===== config.mk =====
export PLATFORM = sky130hd
export DESIGN_NAME = rectangle_block_encrypt
export DESIGN_NICKNAME = d
export VERILOG_FILES = /design/src/hdl/rect_pkg.sv /design/src/hdl/rect_cell.sv /design/src/hdl/rect_chain.sv /design/src/hdl/rectangle_block_encrypt.sv
export SDC_FILE = /design/constraint.sdc
export NUM_CORES = 2
export LEC_CHECK = 0
export BUFFER_PORTS_ARGS = -buffer_cell sky130_fd_sc_hd__buf_2
export CAP_MARGIN = 5
export CORE_UTILIZATION = 56
export DETAILED_ROUTE_END_ITERATION = 7
export PLACE_DENSITY = 0.76
export SLEW_MARGIN = 0
export SYNTH_ARGS = -nofsm -noshare
export SYNTH_HDL_FRONTEND = slang
export SYNTH_SLANG_ARGS = --single-unit

===== constraint.sdc =====
create_clock -name clock -period 6.35 [get_ports clock]
set_input_delay 1.27 -clock clock [delete_from_list [all_inputs] [get_ports clock]]
set_output_delay 1.27 -clock clock [all_outputs]
set_load 0.005 [all_outputs]

===== src/hdl/rect_pkg.sv =====
`timescale 1ns / 1ps
// Shared types and constants for the RECTANGLE encryption core.
// Used by rect_cell, rect_chain and rectangle_block_encrypt; depends on nothing.
package rect_pkg;

   localparam int ROW_W     = 16;
   localparam int NUM_ROWS  = 4;
   localparam int BLOCK_W   = ROW_W * NUM_ROWS;
   localparam int KEY_IDX_W = 5;

   // Left rotations applied to rows 1, 2 and 3 after the S-box layer.
   localparam int ROT_ROW1 = 1;
   localparam int ROT_ROW2 = 12;
   localparam int ROT_ROW3 = 13;

   localparam logic OP_LOAD_KEY = 1'b0;
   localparam logic OP_ENCRYPT  = 1'b1;

   typedef logic [NUM_ROWS-1:0] rect_col_type;

   typedef struct packed {
      logic load;
      logic step;
   } rect_ctl_type;

   typedef enum logic [1:0] {
      ST_IDLE,
      ST_ROUND,
      ST_WHITEN
   } rect_state_type;

endpackage


===== src/hdl/rect_cell.sv =====
`timescale 1ns / 1ps
// One column cell: holds one 4-bit column of the state and applies the S-box to it.
// Depends on rect_pkg.
module rect_cell (
   input  logic                   clock,
   input  rect_pkg::rect_ctl_type ctl,
   input  rect_pkg::rect_col_type load_col,
   input  rect_pkg::rect_col_type key_col,
   input  logic                   row1_in,
   input  logic                   row2_in,
   input  logic                   row3_in,
   output rect_pkg::rect_col_type col,
   output rect_pkg::rect_col_type sbox_out
);
   import rect_pkg::*;

   rect_col_type col_ff;
   rect_col_type col_in;
   rect_col_type a;
   logic         n1, x23, x12, v, b0;

   // The column is keyed first, then substituted in plain gates.
   always_comb begin
      a        = col_ff ^ key_col;
      n1       = ~a[1];
      x23      = a[2] ^ a[3];
      x12      = a[1] ^ a[2];
      b0       = (a[0] & n1) ^ x23;
      v        = a[0] ^ (a[3] | n1);
      sbox_out = {x12 ^ (x23 & v), v ^ (b0 | x12), a[2] ^ v, b0};
   end

   // Row 0 stays in place; the other rows arrive from the cells that the rotation names.
   always_comb begin
      priority if (ctl.load) begin
         col_in = load_col;
      end else if (ctl.step) begin
         col_in = {row3_in, row2_in, row1_in, sbox_out[0]};
      end else begin
         col_in = col_ff;
      end
   end

   always_ff @(posedge clock) begin
      col_ff <= col_in;
   end

   assign col = col_ff;

endmodule


===== src/hdl/rect_chain.sv =====
`timescale 1ns / 1ps
// Row of sixteen column cells wired for the RECTANGLE row rotations.
// Depends on rect_pkg and rect_cell.
module rect_chain (
   input  logic                              clock,
   input  rect_pkg::rect_ctl_type            ctl,
   input  logic [rect_pkg::BLOCK_W-1:0]      load_block,
   input  logic [rect_pkg::BLOCK_W-1:0]      round_key,
   output logic [rect_pkg::BLOCK_W-1:0]      block
);
   import rect_pkg::*;

   rect_col_type sbox_col [ROW_W];
   rect_col_type cur_col  [ROW_W];

   for (genvar c = 0; c < ROW_W; c++) begin : g_col
      // A left rotation by r takes the new bit c from the old bit c - r.
      localparam int SRC1 = (c + ROW_W - ROT_ROW1) % ROW_W;
      localparam int SRC2 = (c + ROW_W - ROT_ROW2) % ROW_W;
      localparam int SRC3 = (c + ROW_W - ROT_ROW3) % ROW_W;

      rect_cell u_cell (
         .clock    (clock),
         .ctl      (ctl),
         .load_col ({load_block[3*ROW_W+c], load_block[2*ROW_W+c],
                     load_block[ROW_W+c], load_block[c]}),
         .key_col  ({round_key[3*ROW_W+c], round_key[2*ROW_W+c],
                     round_key[ROW_W+c], round_key[c]}),
         .row1_in  (sbox_col[SRC1][1]),
         .row2_in  (sbox_col[SRC2][2]),
         .row3_in  (sbox_col[SRC3][3]),
         .col      (cur_col[c]),
         .sbox_out (sbox_col[c])
      );

      assign block[c]         = cur_col[c][0];
      assign block[ROW_W+c]   = cur_col[c][1];
      assign block[2*ROW_W+c] = cur_col[c][2];
      assign block[3*ROW_W+c] = cur_col[c][3];
   end

endmodule


===== src/hdl/rectangle_block_encrypt.sv =====
`timescale 1ns / 1ps
// RECTANGLE 64-bit block encryption with a store of precomputed round keys.
// Depends on rect_pkg and rect_chain.
//
// Request words carry an op code. A load (op 0) writes round_key into slot
// key_index of the key store in the cycle it is accepted and gives no response;
// a slot above ROUNDS is ignored. An encrypt (op 1) gives one response word
// holding the ciphertext. All ROUNDS+1 keys must be loaded before encrypting.
// The state sits in a row of sixteen column cells; each cycle one round runs
// through all of them, fed by one key read from the store; an encryption
// runs ROUNDS rounds (25 by default) and then the final key addition. The
// response register is loaded in the whitening state once the output is free.
// req_stall is high while an encryption is in the core, so a new block is
// accepted only after the previous one has left the core; loads are taken
// one per cycle when the core is free. A waiting response does not block the
// next request; the core only holds its finished block while rsp_stall keeps
// the previous response in place. Reset empties the core and the response
// register; the key store is not cleared.
module rectangle_block_encrypt #(
   parameter int ROUNDS = 25
) (
   input  logic                                clock,
   input  logic                                reset,
   input  logic                                req_valid,
   output logic                                req_stall,
   input  logic                                req_op,
   input  logic [rect_pkg::KEY_IDX_W-1:0]      req_key_index,
   input  logic [rect_pkg::BLOCK_W-1:0]        req_round_key,
   input  logic [rect_pkg::BLOCK_W-1:0]        req_plaintext,
   output logic                                rsp_valid,
   input  logic                                rsp_stall,
   output logic [rect_pkg::BLOCK_W-1:0]        rsp_ciphertext
);
   import rect_pkg::*;

   localparam int SLOTS = ROUNDS + 1;
   localparam int IDX_W = (SLOTS > 1) ? $clog2(SLOTS) : 1;

   logic [BLOCK_W-1:0] key_mem [SLOTS];
   logic [BLOCK_W-1:0] key_ff;

   rect_state_type     state_ff, state_in;
   logic [IDX_W-1:0]   rnd_ff, rnd_in;
   logic               rsp_valid_ff, rsp_valid_in;
   logic [BLOCK_W-1:0] rsp_data_ff;
   logic [BLOCK_W-1:0] block;
   rect_ctl_type       ctl;
   logic               req_take, start, key_wr, key_rd, rsp_load, out_free;
   logic [IDX_W-1:0]   rd_addr;

   assign req_take = req_valid && !req_stall;
   assign start    = req_take && (req_op == OP_ENCRYPT);
   assign key_wr   = req_take && (req_op == OP_LOAD_KEY) &&
                     (req_key_index <= KEY_IDX_W'(ROUNDS));
   assign out_free = !rsp_valid_ff || !rsp_stall;

   always_comb begin
      state_in     = state_ff;
      rnd_in       = rnd_ff;
      ctl          = '0;
      key_rd       = 1'b0;
      rd_addr      = rnd_ff + IDX_W'(1);
      rsp_load     = 1'b0;
      rsp_valid_in = rsp_valid_ff && rsp_stall;
      unique case (state_ff)
         ST_IDLE: begin
            if (start) begin
               ctl.load = 1'b1;
               key_rd   = 1'b1;
               rd_addr  = '0;
               rnd_in   = '0;
               state_in = ST_ROUND;
            end
         end
         ST_ROUND: begin
            ctl.step = 1'b1;
            key_rd   = 1'b1;
            rnd_in   = rnd_ff + IDX_W'(1);
            if (rnd_ff == IDX_W'(ROUNDS - 1)) begin
               state_in = ST_WHITEN;
            end
         end
         ST_WHITEN: begin
            if (out_free) begin
               rsp_load     = 1'b1;
               rsp_valid_in = 1'b1;
               state_in     = ST_IDLE;
            end
         end
         default: begin
            state_in = ST_IDLE;
         end
      endcase
   end

   always_ff @(posedge clock) begin
      if (reset) begin
         state_ff     <= ST_IDLE;
         rnd_ff       <= '0;
         rsp_valid_ff <= 1'b0;
      end else begin
         state_ff     <= state_in;
         rnd_ff       <= rnd_in;
         rsp_valid_ff <= rsp_valid_in;
      end
   end

   // Key store: one write port for loads, one registered read port for the rounds.
   always_ff @(posedge clock) begin
      if (key_wr) begin
         key_mem[req_key_index[IDX_W-1:0]] <= req_round_key;
      end
      if (key_rd) begin
         key_ff <= key_mem[rd_addr];
      end
   end

   always_ff @(posedge clock) begin
      if (rsp_load) begin
         rsp_data_ff <= block ^ key_ff;
      end
   end

   rect_chain u_chain (
      .clock      (clock),
      .ctl        (ctl),
      .load_block (req_plaintext),
      .round_key  (key_ff),
      .block      (block)
   );

   assign req_stall      = (state_ff != ST_IDLE);
   assign rsp_valid      = rsp_valid_ff;
   assign rsp_ciphertext = rsp_data_ff;

   a_round_count_in_range: assert property (@(posedge clock) disable iff (reset)
      (state_ff == ST_ROUND) |-> (rnd_ff < IDX_W'(ROUNDS)))
      else $error("round counter ran past the last round");

   a_start_enters_rounds: assert property (@(posedge clock) disable iff (reset)
      start |=> (state_ff == ST_ROUND) && (rnd_ff == '0))
      else $error("accepted encryption did not start at round zero");

   a_response_from_whiten: assert property (@(posedge clock) disable iff (reset)
      $rose(rsp_valid_ff) |-> $past(state_ff == ST_WHITEN))
      else $error("response appeared without a finished block");

   a_whiten_completes: assert property (@(posedge clock) disable iff (reset)
      ((state_ff == ST_WHITEN) && out_free) |=> (state_ff == ST_IDLE) && rsp_valid_ff)
      else $error("finished block was not handed to the response register");

endmodule

Word-level counts from Yosys, hierarchy flattened:

Memory sizes are Yosys's and may differ from the RTL's. A register that Yosys moved wholly into a read port is not among the register bits.
Index checks and enable logic that the tools add are counted.

* register bits after elaboration: 136
* memory bits (writable): 1664
* bits of input ports: 138
* output and inout bits: 66
* logic and storage cells: 304
* memories kept: 1

Memory list
* key_mem: words 26, bits a word 64, read ports 1, clocked after Yosys merged registers in 1, write ports 1, RTL line rectangle_block_encrypt.sv:39 `logic [BLOCK_W-1:0] key_mem [SLOTS];`

* $add $sub $neg: 1
* $lt $le $gt $ge: 1
* eq/ne operators: 6
* muxes and demuxes: 50
* bitwise operators: 210
* reductions and logical operators: 15

Operator list (number)
* 4-bit 2-to-1 mux: 32
* 1-bit XOR: 112
* 4-bit XOR: 16
* 64-bit XOR: 1
* 1-bit bitwise AND: 32
* 1-bit bitwise OR: 32
* 1-bit inverter: 17
* 5-bit 2-to-1 mux: 3
* 5-bit one-hot mux with 2 select lines: 1
* 1-bit 2-to-1 mux: 9
* 2-bit 2-to-1 mux: 3
* 2-bit inequality test (second input constant): 3
* 2-bit one-hot mux with 3 select lines: 1
* 2-bit nonzero test: 3
* 5-bit by 1-bit adder with 5-bit output (second input constant): 1
* 5-bit equality test (second input constant): 1
* 5-bit less-or-equal comparator (second input constant): 1
* 1-bit logical AND: 5
* 1-bit zero test: 3
* 3-bit AND reduction: 1
* 2-bit by 1-bit equality test with 1-bit output (second input constant): 1
* 2-bit equality test (second input constant): 1
* 2-bit zero test: 1
* 1-bit one-hot mux with 2 select lines: 1
* other kinds (2): 2

Depth between registers and ports, before layout:

* depth in word-level cells: 8
* mapped depth: 12
* mapped depth without buffers: 7

Modules after synthesis:

Synthesis repeated with hierarchy kept, for this count alone.

* cell total of the unflattened synthesis: 4644
* area, all modules: 76644.8 um^2

Modules (own cells, without submodules)
* rectangle_block_encrypt: instances 1, cells an instance 4148, area an instance 71079.4 um^2, seq. area each 53971.8 um^2
* rect_cell: instances 16, cells an instance 31, area an instance 347.8 um^2, seq. area each 120.1 um^2

Worst setup path after synthesis:

Ideal clock, no wire load.

* path kind: in2reg
* from: in req_op
* to: mem key_mem[24][0] (netlist bit) (enable)
* setup time: 0.565 ns
* arrival time: 6.160 ns
* required time: 5.785 ns
* path slack: -0.375 ns
* stages: 3
* path buffers: 0
* cell sequence: nor3b_1 -> nand2_1 -> nor3_1

* cells in the longest elaborated chain, start to end: 5

Ends and longest elaborated chain
* from (decl): RTL line rectangle_block_encrypt.sv:26 `input logic req_op,`
* 1-bit inverter: RTL line rectangle_block_encrypt.sv:53 `assign key_wr = req_take && (req_op == OP_LOAD_KEY) &&`
* 1-bit logical AND (2 in series): RTL line rectangle_block_encrypt.sv:53
* 1-bit 2-to-1 mux: RTL line rectangle_block_encrypt.sv:110 `if (key_wr) begin`
* 1-bit 2-to-1 mux (not written as such): RTL line rectangle_block_encrypt.sv:111 `key_mem[req_key_index[IDX_W-1:0]] <= req_round_key;`
* to (decl): RTL line rectangle_block_encrypt.sv:39

Every way passes these cells.

Worst setup path after layout:

* from: reg rnd_ff[0]
* to: reg key_ff[57], read port of key_mem, data pin

* cells in the longest elaborated chain, start to end: 3

Ends and longest elaborated chain
* from (decl): RTL line rectangle_block_encrypt.sv:43 `logic [IDX_W-1:0] rnd_ff, rnd_in;`
* from (signal assigned): RTL line rectangle_block_encrypt.sv:103 `rnd_ff <= rnd_in;`
* 5-bit by 1-bit adder with 5-bit output *: RTL line rectangle_block_encrypt.sv:62 `rd_addr = rnd_ff + IDX_W'(1);`
* 5-bit 2-to-1 mux: RTL line rectangle_block_encrypt.sv:67 `if (start) begin`
* 5-bit 2-to-1 mux *: RTL line rectangle_block_encrypt.sv:65 `unique case (state_ff)`
* to (decl): RTL line rectangle_block_encrypt.sv:40 `logic [BLOCK_W-1:0] key_ff;`

Mark *: on every way between the ends. The rest lies on a longest branch, timed or not.
A chain may end at the register's enable or synchronous reset.

==> flow_results.xml <==
<?xml version="1.0" encoding="UTF-8"?>
<metrics>
  <group name="outcome">
    <metric name="status" unit="">completed</metric>
  </group>
  <group name="yosys">
    <metric name="synth.lib_cells_used.distinct" unit="">72</metric>
    <metric name="synth-edff-count" unit="">1856</metric>
    <metric name="yosys_top_cell_by_area" unit="">sky130_fd_sc_hd__edfxtp_1</metric>
    <metric name="synth_seq_area_share" unit="">0.758</metric>
    <metric name="synth.net_count" unit="">4415</metric>
    <metric name="postSynth.asyncResetShare" unit="">0</metric>
    <metric name="ys_ff_latch" unit="">1864</metric>
    <metric name="synth_top_cells_by_area" unit="">sky130_fd_sc_hd__edfxtp_1 76%, sky130_fd_sc_hd__mux2i_1 3.3%, sky130_fd_sc_hd__mux2_2 3.0%, sky130_fd_sc_hd__mux4_2 2.4%, sky130_fd_sc_hd__o22ai_1 1.2%</metric>
    <metric name="synth_top_area_frac" unit="">0.756</metric>
    <metric name="yosysWarningCount" unit="">0</metric>
    <metric name="synthFlopType" unit="">sky130_fd_sc_hd__edfxtp_1</metric>
    <metric name="netlist_area" unit="um2">73700</metric>
    <metric name="syn_avg_cell_area" unit="um2">17.2</metric>
    <metric name="syn-instance-count" unit="">4275</metric>
  </group>
  <group name="job">
    <metric name="maxCapViolations" unit="">0</metric>
  </group>
  <group name="cells_and_area">
    <metric name="finalInstanceArea" unit="um2">83000</metric>
    <metric name="synthToLayoutAreaGrowth" unit="%">12.7</metric>
    <metric name="num-nets-final" unit="">4645</metric>
    <metric name="fraction_of_final_layout_cells_with_drive_strength_greater_than_1" unit="">0.198</metric>
    <metric name="fillerInstances" unit="">8650</metric>
    <metric name="multi_input_area" unit="um2">16900</metric>
    <metric name="seqCellArea" unit="um2">55900</metric>
  </group>
  <group name="power">
    <metric name="p_sw_frac" unit="">0.239</metric>
    <metric name="netSwitchingPower" unit="W">0.00662</metric>
    <metric name="sequentialPowerShare" unit="">0.510</metric>
    <metric name="power.leakage" unit="nW">25.8</metric>
    <metric name="vdd.ir_drop.worst" unit="mV">0.251</metric>
    <metric name="internal-power" unit="W">0.0211</metric>
    <metric name="combPwrFrac" unit="">0.102</metric>
    <metric name="pwr-share-clk" unit="">0.388</metric>
    <metric name="power_density" unit="nW/um2">334</metric>
  </group>
  <group name="floorplanning">
    <metric name="die_width" unit="um">365</metric>
    <metric name="floorplan.rows" unit="">132</metric>
    <metric name="io-pin-count" unit="">204</metric>
    <metric name="die_area" unit="um2">133000</metric>
    <metric name="die-height" unit="um">365</metric>
    <metric name="effective_utilization_at_floorplan" unit="">0.567</metric>
    <metric name="placeable_core_area" unit="um2">130000</metric>
  </group>
  <group name="route">
    <metric name="drc" unit="">0</metric>
    <metric name="drt_iter0_markers" unit="">6510</metric>
    <metric name="wire_per_inst" unit="um">31.0</metric>
    <metric name="detail_route.wirelength" unit="um">198000</metric>
    <metric name="vias_per_cell" unit="">6.64</metric>
    <metric name="first_pass_iters" unit="">7</metric>
    <metric name="ant_nets_after_route" unit="">0</metric>
    <metric name="vias" unit="">42500</metric>
  </group>
  <group name="grt">
    <metric name="initial_antenna_violation_count" unit="">8</metric>
    <metric name="gr-total-overflow" unit="">0</metric>
    <metric name="via_count_of_the_first_global_routing_pass" unit="">41200</metric>
    <metric name="grt_max_degree" unit="">126</metric>
    <metric name="grt.total_usage" unit="">0.299</metric>
    <metric name="grt_first_pass_wirelength" unit="um">284000</metric>
  </group>
  <group name="clock_tree">
    <metric name="post_cts_resized" unit="">0</metric>
    <metric name="cts_tree" unit="">yes</metric>
    <metric name="cts-buffers-inserted" unit="">180</metric>
    <metric name="clockBufferDepth" unit="">3</metric>
    <metric name="cts.reportedPaths.clkPinSlew" unit="ns">0.06</metric>
    <metric name="ctsRootBufferMaster" unit="">sky130_fd_sc_hd__clkbuf_16</metric>
    <metric name="post_cts_hold_buffer_count" unit="">0</metric>
    <metric name="clock_tree.htree_level_count" unit="">4</metric>
    <metric name="tritoncts_num_sinks" unit="">1864</metric>
    <metric name="worstSkewPairLatency" unit="ns">0.82</metric>
    <metric name="post-cts-setup-buffer-count" unit="">0</metric>
  </group>
  <group name="sta">
    <metric name="clock-skew-final" unit="ns">0.0448</metric>
    <metric name="max_slew_margin" unit="">0.169</metric>
    <metric name="final_worst_path_period_need" unit="ns">4.65</metric>
    <metric name="pin_slew_with_the_least_headroom_to_its_limit" unit="ns">1.24</metric>
    <metric name="final.period_utilization" unit="">0.732</metric>
    <metric name="timing_hold_violations_final" unit="">0</metric>
    <metric name="highest_clock_rate" unit="MHz">215</metric>
    <metric name="setup_viol" unit="">0</metric>
    <metric name="setup_repair_after_global_routing_missed_its_margin" unit="">false</metric>
    <metric name="slew_violations" unit="">0</metric>
    <metric name="totalNegativeSetupSlack" unit="ns">0</metric>
  </group>
  <group name="critical_path">
    <metric name="crit_chain" unit="">inv_2 &gt; buf_4 &gt; ha_4 &gt; clkinv_1 &gt; buf_4 &gt; nand2_1 &gt; buf_4 &gt; o21ai_0 &gt; a211oi_1 &gt; o22a_1</metric>
    <metric name="critical-path-max-stage-delay" unit="ns">0.84</metric>
    <metric name="crit_arrival" unit="ns">5.33</metric>
    <metric name="critical-path-slowest-cell" unit="">sky130_fd_sc_hd__a211oi_1</metric>
    <metric name="r2r_slack" unit="ns">1.70</metric>
    <metric name="worstSetupEndpointType" unit="">register</metric>
    <metric name="criticalPathCategory" unit="">register to register</metric>
    <metric name="timing.critical_path.fanout_max" unit="">43</metric>
    <metric name="reg2regPathDepth" unit="">10</metric>
    <metric name="critPathLaunchType" unit="">register</metric>
    <metric name="r2r_start" unit="">rnd_ff[0]</metric>
    <metric name="rr_endpoint" unit="">key_ff[57]</metric>
    <metric name="path_common_cell" unit="">sky130_fd_sc_hd__buf_4</metric>
    <metric name="worst-endpoint-required" unit="ns">7.03</metric>
  </group>
  <group name="hold_path">
    <metric name="worst_hold_path_type" unit="">register to register</metric>
    <metric name="min_path_cells" unit="">2</metric>
    <metric name="hp-start" unit="">rsp_valid</metric>
    <metric name="timing.hold.worst_endpoint" unit="">rsp_valid</metric>
  </group>
  <group name="placement">
    <metric name="dp.final_hpwl" unit="um">117000</metric>
    <metric name="postPlaceCellArea" unit="um2">77100</metric>
    <metric name="port_buffers" unit="">203</metric>
    <metric name="gpl_congestion" unit="">0.887</metric>
  </group>
</metrics>
how the worst max path moves through the flow:
stage | endpoint | start | slack (ns)
after floorplan | key_mem[14][0] | req_op | 1.18
after global placement | key_ff[57] | rnd_ff[0] | 1.86
after detailed placement | key_mem[23][54] | req_valid | 1.88
after CTS | key_ff[60] | rnd_ff[0] | 1.86
after global routing | key_ff[60] | rnd_ff[0] | 1.62
final | key_ff[57] | rnd_ff[0] | 1.70
worst max-delay path, delay by kind of cell (launching register included):
kind	cells	cell delay (ns)
and+or+nand+nor	1	0.16
AOI/OAI and AO/OA	3	1.31
adders and majority gates	1	0.63
buffers and inverters	5	1.46
DFF	1	0.83
logic make-up after synthesis:
family	share of synthesized area
flip-flops	0.758
AO/OA/AOI/OAI	0.0880
AND/OR/NAND/NOR	0.0312
multiplexers	0.0869
buffers and inverters	0.0177
XOR/XNOR	0.0166
adder cells (fa/ha/maj)	0.00102
through the flow:
stage / total power [W] / instances / setup slack [ns] / util / hold WS, ns
6_report: 0.0277 / 6398 / 1.70 / 0.639 / 0.578
5_1_grt: 0.0285 / 6396 / 1.62 / 0.639 / 0.609
4_1_cts: 0.0277 / 6395 / 1.86 / 0.639 / 0.567
3_5_place_dp: 0.0172 / 6065 / 1.88 / 0.593 / 0.559
3_3_place_gp: 0.0171 / 6065 / 1.86 / 0.593 / 0.548
2_1_floorplan: 0.0161 / 4275 / 1.18 / - / 0.484
synthesized netlist by cell type (63+ instances only):
cell type / count
sky130_fd_sc_hd__edfxtp_1: 1856
sky130_fd_sc_hd__o21ai_0: 147
sky130_fd_sc_hd__buf_2: 85
sky130_fd_sc_hd__nor2_1: 194
sky130_fd_sc_hd__a211oi_1: 97
sky130_fd_sc_hd__mux2_2: 197
sky130_fd_sc_hd__clkbuf_1: 132
sky130_fd_sc_hd__mux4_2: 78
sky130_fd_sc_hd__a21oi_1: 133
sky130_fd_sc_hd__nand2_1: 182
sky130_fd_sc_hd__o31ai_1: 63
sky130_fd_sc_hd__o22ai_1: 138
sky130_fd_sc_hd__xnor2_1: 85
sky130_fd_sc_hd__mux2i_1: 243
routing by layer:
| metal | wire, um | track usage |
|---|---|---|
| met2 | 89500 | 0.449 |
| met5 | 37 | 0 |
| met4 | 9240 | 0.131 |
| met1 | 74200 | 0.417 |
| met3 | 25400 | 0.0732 |
cells in the final DEF (no fill, tap or decap), drive strengths merged, types with 62 or more instances in the layout:
master  netlist  routed
a211oi       98      98
a21oi       135     135
buf         126     306
clkbuf      132     220
clkinv        1      73
edfxtp     1856    1856
mux2        197     197
mux2i       243     243
mux4         78      78
nand2       183     183
nor2        196     196
o21ai       148     148
o22a         62      62
o22ai       138     138
o31ai        63      63
xnor2        87      87
cell type report:
| class | instances | area share |
|---|---|---|
| Sequential cell | 1864 | 0.673 |
| Multi-Input combinational cell | 2115 | 0.203 |
| Clock buffer | 220 | 0.0563 |
| Tap cell | 1742 | 0.0262 |
| Timing Repair Buffer | 306 | 0.0243 |
| Clock inverter | 110 | 0.0149 |
| Inverter | 38 | 0.00172 |
| Antenna cell | 3 | 0.0000904 |
sequential cells by signal (all words and copies together) (netlist names):
name	count
rsp_valid	1
state_ff	2
u_chain.g_col.u_cell.col	64
key_mem	1664
rsp_ciphertext	64
rnd_ff	5
key_ff	64
power by group through the flow:
stage	registers, W	logic, W	clock network, W
6_report	0.0142	0.00282	0.0108
5_1_grt	0.0142	0.00304	0.0113
4_1_cts	0.0141	0.00278	0.0108
3_5_place_dp	0.0144	0.00275	0
3_3_place_gp	0.0144	0.00268	0
2_1_floorplan	0.0143	0.00189	0
Note: power is estimated with default switching activity, not from simulation.
